**src/design/c2s_pkg.sv**
```systemverilog
package c2s_pkg;

    localparam int CORDIC_STAGES = 28;
    localparam int ROOT_BITS     = 32;
    localparam int IN_W          = 32;
    localparam int VEC_W         = 64;
    localparam int ANG_W         = 32;
    localparam int FRAC_BITS     = 26;
    localparam int GAIN_W        = 28;
    localparam int LON_W         = 31;
    localparam int LAT_W         = 30;

    localparam logic signed [ANG_W-1:0]  ANG_PI      = 32'sd843314857;
    localparam logic signed [ANG_W-1:0]  ANG_HALF_PI = 32'sd421657428;
    localparam logic signed [GAIN_W-1:0] GAIN_Q26    = 28'sd110512210;

    typedef struct packed {
        logic zero_vec;
        logic xy_zero;
    } c2s_flags_t;

    // aux carries z*K through the longitude pass, then the longitude angle
    typedef struct packed {
        logic signed [VEC_W-1:0] x;
        logic signed [VEC_W-1:0] y;
        logic signed [ANG_W-1:0] ang;
        logic signed [VEC_W-1:0] aux;
        c2s_flags_t              flags;
    } c2s_cword_t;

    // atan(2^-i) in Q.28, rounded to nearest
    function automatic logic signed [ANG_W-1:0] atan_q28(input logic [4:0] idx);
        logic signed [ANG_W-1:0] val;
        case (idx)
            5'd0:    val = 32'sd210828714;
            5'd1:    val = 32'sd124459457;
            5'd2:    val = 32'sd65760959;
            5'd3:    val = 32'sd33381290;
            5'd4:    val = 32'sd16755422;
            5'd5:    val = 32'sd8385879;
            5'd6:    val = 32'sd4193963;
            5'd7:    val = 32'sd2097109;
            5'd8:    val = 32'sd1048571;
            5'd9:    val = 32'sd524287;
            5'd10:   val = 32'sd262144;
            5'd11:   val = 32'sd131072;
            5'd12:   val = 32'sd65536;
            5'd13:   val = 32'sd32768;
            5'd14:   val = 32'sd16384;
            5'd15:   val = 32'sd8192;
            5'd16:   val = 32'sd4096;
            5'd17:   val = 32'sd2048;
            5'd18:   val = 32'sd1024;
            5'd19:   val = 32'sd512;
            5'd20:   val = 32'sd256;
            5'd21:   val = 32'sd128;
            5'd22:   val = 32'sd64;
            5'd23:   val = 32'sd32;
            5'd24:   val = 32'sd16;
            5'd25:   val = 32'sd8;
            5'd26:   val = 32'sd4;
            5'd27:   val = 32'sd2;
            5'd28:   val = 32'sd1;
            5'd29:   val = 32'sd0;
            5'd30:   val = 32'sd0;
            5'd31:   val = 32'sd0;
            default: val = 32'sd0;
        endcase
        return val;
    endfunction

endpackage

```
**src/design/c2s_isqrt.sv**
```systemverilog
module c2s_isqrt (
    input  logic                                clk,
    input  logic                                en,
    input  logic [c2s_pkg::VEC_W-1:0]           sq_x,
    input  logic [c2s_pkg::VEC_W-1:0]           sq_y,
    input  logic [c2s_pkg::VEC_W-1:0]           sq_z,
    output logic [c2s_pkg::ROOT_BITS-1:0]       root
);

    localparam int NB  = c2s_pkg::ROOT_BITS;
    localparam int DLY = 2 * c2s_pkg::CORDIC_STAGES - NB;

    logic [c2s_pkg::VEC_W-1:0] rem_reg  [0:NB];
    logic [NB-1:0]             root_reg [1:NB];

    always_ff @(posedge clk)
    begin
        if (en)
        begin
            rem_reg[0] <= sq_x + sq_y + sq_z;
        end
    end

    // one root bit per stage, most significant first
    for (genvar j = 0; j < NB; j++)
    begin : g_bit
        localparam int K = NB - 1 - j;

        logic [NB-1:0]             root_src;
        logic [c2s_pkg::VEC_W-1:0] trial;
        logic                      take;
        logic [c2s_pkg::VEC_W-1:0] rem_next;
        logic [NB-1:0]             root_next;

        if (j == 0)
        begin : g_first
            assign root_src = '0;
        end
        else
        begin : g_rest
            assign root_src = root_reg[j];
        end

        assign trial = ({{(c2s_pkg::VEC_W-NB){1'b0}}, root_src} << (K + 1))
                     + ({{(c2s_pkg::VEC_W-1){1'b0}}, 1'b1} << (2 * K));
        assign take      = rem_reg[j] >= trial;
        assign rem_next  = take ? (rem_reg[j] - trial) : rem_reg[j];
        assign root_next = take ? (root_src | ({{(NB-1){1'b0}}, 1'b1} << K)) : root_src;

        always_ff @(posedge clk)
        begin
            if (en)
            begin
                rem_reg[j+1]  <= rem_next;
                root_reg[j+1] <= root_next;
            end
        end
    end

    // line up with the two CORDIC passes
    if (DLY > 0)
    begin : g_delay
        logic [NB-1:0] len_reg [1:DLY];

        always_ff @(posedge clk)
        begin
            if (en)
            begin
                len_reg[1] <= root_reg[NB];
            end
        end

        for (genvar d = 1; d < DLY; d++)
        begin : g_tap
            always_ff @(posedge clk)
            begin
                if (en)
                begin
                    len_reg[d+1] <= len_reg[d];
                end
            end
        end

        assign root = len_reg[DLY];
    end
    else
    begin : g_nodelay
        assign root = root_reg[NB];
    end

endmodule

```
**config.mk**
```make
export PLATFORM = sky130hd
export DESIGN_NAME = c2s_isqrt
export DESIGN_NICKNAME = d
export VERILOG_FILES = /design/src/design/c2s_pkg.sv /design/src/design/c2s_isqrt.sv
export SDC_FILE = /design/constraint.sdc
export NUM_CORES = 2
export LEC_CHECK = 0
export BUFFER_PORTS_ARGS = -buffer_cell sky130_fd_sc_hd__buf_2
export CAP_MARGIN = 10
export CORE_UTILIZATION = 61
export CTS_CLUSTER_DIAMETER = 100
export DETAILED_ROUTE_END_ITERATION = 12
export PLACE_DENSITY = 0.84
export SETUP_SLACK_MARGIN = 0.15
export SLEW_MARGIN = 0
export SYNTH_ARGS = -nofsm -noshare
export SYNTH_HDL_FRONTEND = slang
export SYNTH_SLANG_ARGS = --single-unit
```
**constraint.sdc**
```tcl
create_clock -name clk -period 4.65 [get_ports clk]
set_clock_uncertainty 0.15 [all_clocks]
set_input_delay 0.2325 -clock clk [delete_from_list [all_inputs] [get_ports clk]]
set_output_delay 0.2325 -clock clk [all_outputs]
set_load 0.1 [all_outputs]
```
==> metrics.yaml <==
route:
  drcViolationCount: 0
  drt_iter0_markers: 8916
  remaining_number_of_nets_flagged_by_the_antenna_check_after_routing: 0
  routed_via_density: 6.115
  vias: 94300
  route.final.wire_length_um: 351300
  avgRoutedWirePerCell_um: 22.78
  firstDrtPassIters: 6
worst_setup_path:
  arrival_ns: 4.93
  critPathMaxFanout: 4
  cp_cell_sequence: "dlygate4sd3_1 -> buf_2 -> fa_1 -> dlygate4sd3_1 -> ha_1 -> o211ai_1 -> o211ai_1 -> and4b_1 -> o21ai_1 -> a2111oi_2 -> buf_4 -> o21ai_1 -> a21oi_1 -> buf_4 -> a21oi_1 -> xnor2_1 -> dlygate4sd3_1"
  cp-startpoint: "sq_z[2]"
  setup.worst_path.class: "primary input to flop"
  worstSetupPathDepth: 17
  crit_path_start_kind: "primary input"
  cp_slowest_cell: "sky130_fd_sc_hd__dlygate4sd3_1"
  path_delay_family: "buffers and inverters"
  timing.reg2reg.worst_path_depth: 10
  critPathCaptureType: "flop"
  worst-endpoint-required_ns: 5.23
  critPathBufInv: 6
  cp_slowest_stage_delay_ns: 0.58
  timing.rr.start: "rem_reg[0][1367]"
  critPathMostFrequentCell: "sky130_fd_sc_hd__dlygate4sd3_1"
timing:
  worst_slew_margin_rel_pct: 25.44
  finalSetupViolCount: 0
  finalHoldViolCount: 0
  worst_slew_pin_slew_ns: 1.118
  maxClockFrequency_mhz: 229.8
  post_layout_min_period_ns: 4.352
  final_max_slew_viol_count: 0
  rsz0062_at_grt: "true"
  layout_worst_path_cycle_share_pct: 93.59
clock_network:
  cts-root-to-sink-buffers: 4
  clock-root-buffer: "sky130_fd_sc_hd__clkbuf_16"
  cts_inserted_buffers: 343
  postCtsSetupBuffers: 0
  htree_levels: 5
  cts.reportedPaths.clkPinSlew_ns: 0.06
  tritoncts: "done"
  insertion_delay_ns: 1.00
  clkSinkCount: 3344
placement:
  placed_cells: 14620
  place_congestion: 0.9412
  hpwl_um: 249000
  port_buffers: 225
global_routing:
  grt_start_max_net_pins: 195
  grt_remaining_overflow: 0
  initial_antenna_violation_count: 3
  first_global_vias: 94040
  grt_pass1_wl_um: 538400
  grt_usage_pct: 27.78
cells_and_area:
  register_area_mm2: 0.1004
  largest_reg_flops: 2048
  layoutNonFillerInstCount: 15420
  layout_commonest_cell: "sky130_fd_sc_hd__edfxtp_1"
  nNetsFinal: 12720
  area_delta_synth_final_pct: 12.26
  fin_util_pct: 69.01
  layout_common_cells: "sky130_fd_sc_hd__edfxtp_1, sky130_fd_sc_hd__inv_1, sky130_fd_sc_hd__a21oi_1"
  drive_gt1_share_pct: 8.815
  layout.filler_cells: 16190
  multi_input_logic_area_mm2: 0.04715
synth:
  synthDominantAreaCellType: "sky130_fd_sc_hd__edfxtp_1"
  syn-cell-area_mm2: 0.1513
  postSynth.asyncResetShare_pct: 0
  synth_ff_type: "sky130_fd_sc_hd__edfxtp_1"
  yosysWarnings: 0
  post_synth.cell_area_avg_um2: 13.54
  synthDistinctLibCells: 90
  netlist.area_leader.share_pct: 66.36
  netlist_instances: 11180
  netlist_top_cells_area: "sky130_fd_sc_hd__edfxtp_1, sky130_fd_sc_hd__ha_1, sky130_fd_sc_hd__xnor2_1"
  synth_seq_area_share_pct: 66.36
  synth-edff-count: 3344
  ys_seq_elements: 3344
  syn_nets: 12050
power:
  switchingPower_uw: 24370
  netSwitchingFraction_pct: 28.79
  comb_power_share_pct: 20.0
  p_leak_uw: 0.06339
  power.density_cell_area_mw_per_mm2: 498.2
  clock_power_share_pct: 31.6
  power.sequential.fraction_pct: 48.4
  peakVddDrop_uv: 466.1
  cell_internal_pwr_uw: 60270
floorplan:
  rows: 182
  start_util_pct: 61.47
  floorplan.io_pins: 226
  die_width_um: 500.1
  die_height_um: 500.1
  die_area_mm2: 0.2501
  placeableCoreArea_mm2: 0.2462
outcome:
  outcome: "complete, no violations"
worst_hold_path:
  min_path_type: "primary input to flop"
  worst_hold_startpoint: "sq_z[8]"
  timing.hold.worst_path_depth: 5
run:
  max_cap_viol_count: 0
==> power by group through the flow <==
stage / sequential (uW) / clock (uW) / combinational, uW
floorplan: 40000 / 0 / 11700
global placement: 41400 / 0 / 15800
detailed placement: 41500 / 0 / 16100
CTS: 40900 / 27200 / 16700
global route: 41300 / 28300 / 18500
finish: 41000 / 26800 / 16900
==> cells in the mapped netlist, types with 116 or more instances <==
| library cell | count |
|---|---|
| sky130_fd_sc_hd__a21o_1 | 276 |
| sky130_fd_sc_hd__a21oi_1 | 690 |
| sky130_fd_sc_hd__clkbuf_1 | 166 |
| sky130_fd_sc_hd__edfxtp_1 | 3344 |
| sky130_fd_sc_hd__ha_1 | 620 |
| sky130_fd_sc_hd__inv_1 | 738 |
| sky130_fd_sc_hd__nand2_1 | 680 |
| sky130_fd_sc_hd__nand2b_1 | 125 |
| sky130_fd_sc_hd__nand3_1 | 154 |
| sky130_fd_sc_hd__nand4_1 | 164 |
| sky130_fd_sc_hd__nor2_1 | 640 |
| sky130_fd_sc_hd__nor3_1 | 283 |
| sky130_fd_sc_hd__nor4_1 | 350 |
| sky130_fd_sc_hd__o21a_1 | 117 |
| sky130_fd_sc_hd__o21ai_0 | 505 |
| sky130_fd_sc_hd__or3_1 | 116 |
| sky130_fd_sc_hd__xnor2_1 | 465 |
| sky130_fd_sc_hd__xor2_1 | 453 |
==> final cells by class <==
cell class / instances / area share [%]
clock inverter: 223 / 1.224
clock buffer: 388 / 5.177
multi-input combinational: 6848 / 27.75
sequential: 3344 / 59.11
timing repair buffer: 561 / 2.654
antenna: 5 / 0.007365
inverter: 740 / 1.635
tap: 3312 / 2.439
==> metal layers <==
metal | GRT usage (%) | part of all wire, % | wire [um]
met4 | 13.03 | 5.0 | 17730
met1 | 32.94 | 38 | 131800
met2 | 50.25 | 52 | 183400
met5 | 0 | 0 | 0
met3 | 3.279 | 5.2 | 18360
==> cell families (layout without fill, tap and decap cells) <==
kind of cell	count (synthesis)	in the layout	share of synthesized area, %
XOR/XNOR	918	918	5.313
adder cells (fa/ha/maj)	684	684	5.973
other	0	5	0
AND/OR/NAND/NOR	3024	3024	10.34
AO/OA/AOI/OAI	2131	2131	8.792
buffers and inverters	984	1912	2.554
multiplexers	91	91	0.6681
flip-flops	3344	3344	66.36
==> tightest hold or removal path: cells and delay by family <==
family	cells	cell delay, ns
XOR/XNOR	1	0.14
AND/OR/NAND/NOR	1	0.14
buffers and inverters	1	0.08
adder cells (fa/ha/maj)	2	0.33
==> final timing paths <==
check | endpoint | slack (ns)
min reg2reg | g_delay.len_reg[0][192] | 0.20
min | rem_reg[0][9] | 0.03
max reg2reg | rem_reg[0][1470] | 0.42
max | rem_reg[0][62] | 0.30
==> timing repair <==
item                                    in CTS  in global routing
gates resized for setup                      1                 11
endpoints found under the hold margin      489                  0
endpoints found under the setup margin       6                 13
hold buffers                               189                  0
==> metrics by stage <==
step / area, um^2 / hold slack, ns / total power, uW / worst slack (ns) / TNS [ns]
after floorplan: 151300 / 0.1950 / 51660 / 0.8690 / 0
after global placement: 157100 / 0.2502 / 57210 / -0.1317 / -0.4735
after detailed placement: 157100 / 0.2545 / 57620 / -0.1022 / -0.2814
after CTS: 169800 / 0.01492 / 84850 / 0.1999 / 0
after global routing: 169900 / 0.05436 / 88080 / 0.04854 / 0
final: 169900 / 0.02670 / 84640 / 0.2979 / 0
(Power assumes the default switching activity.)
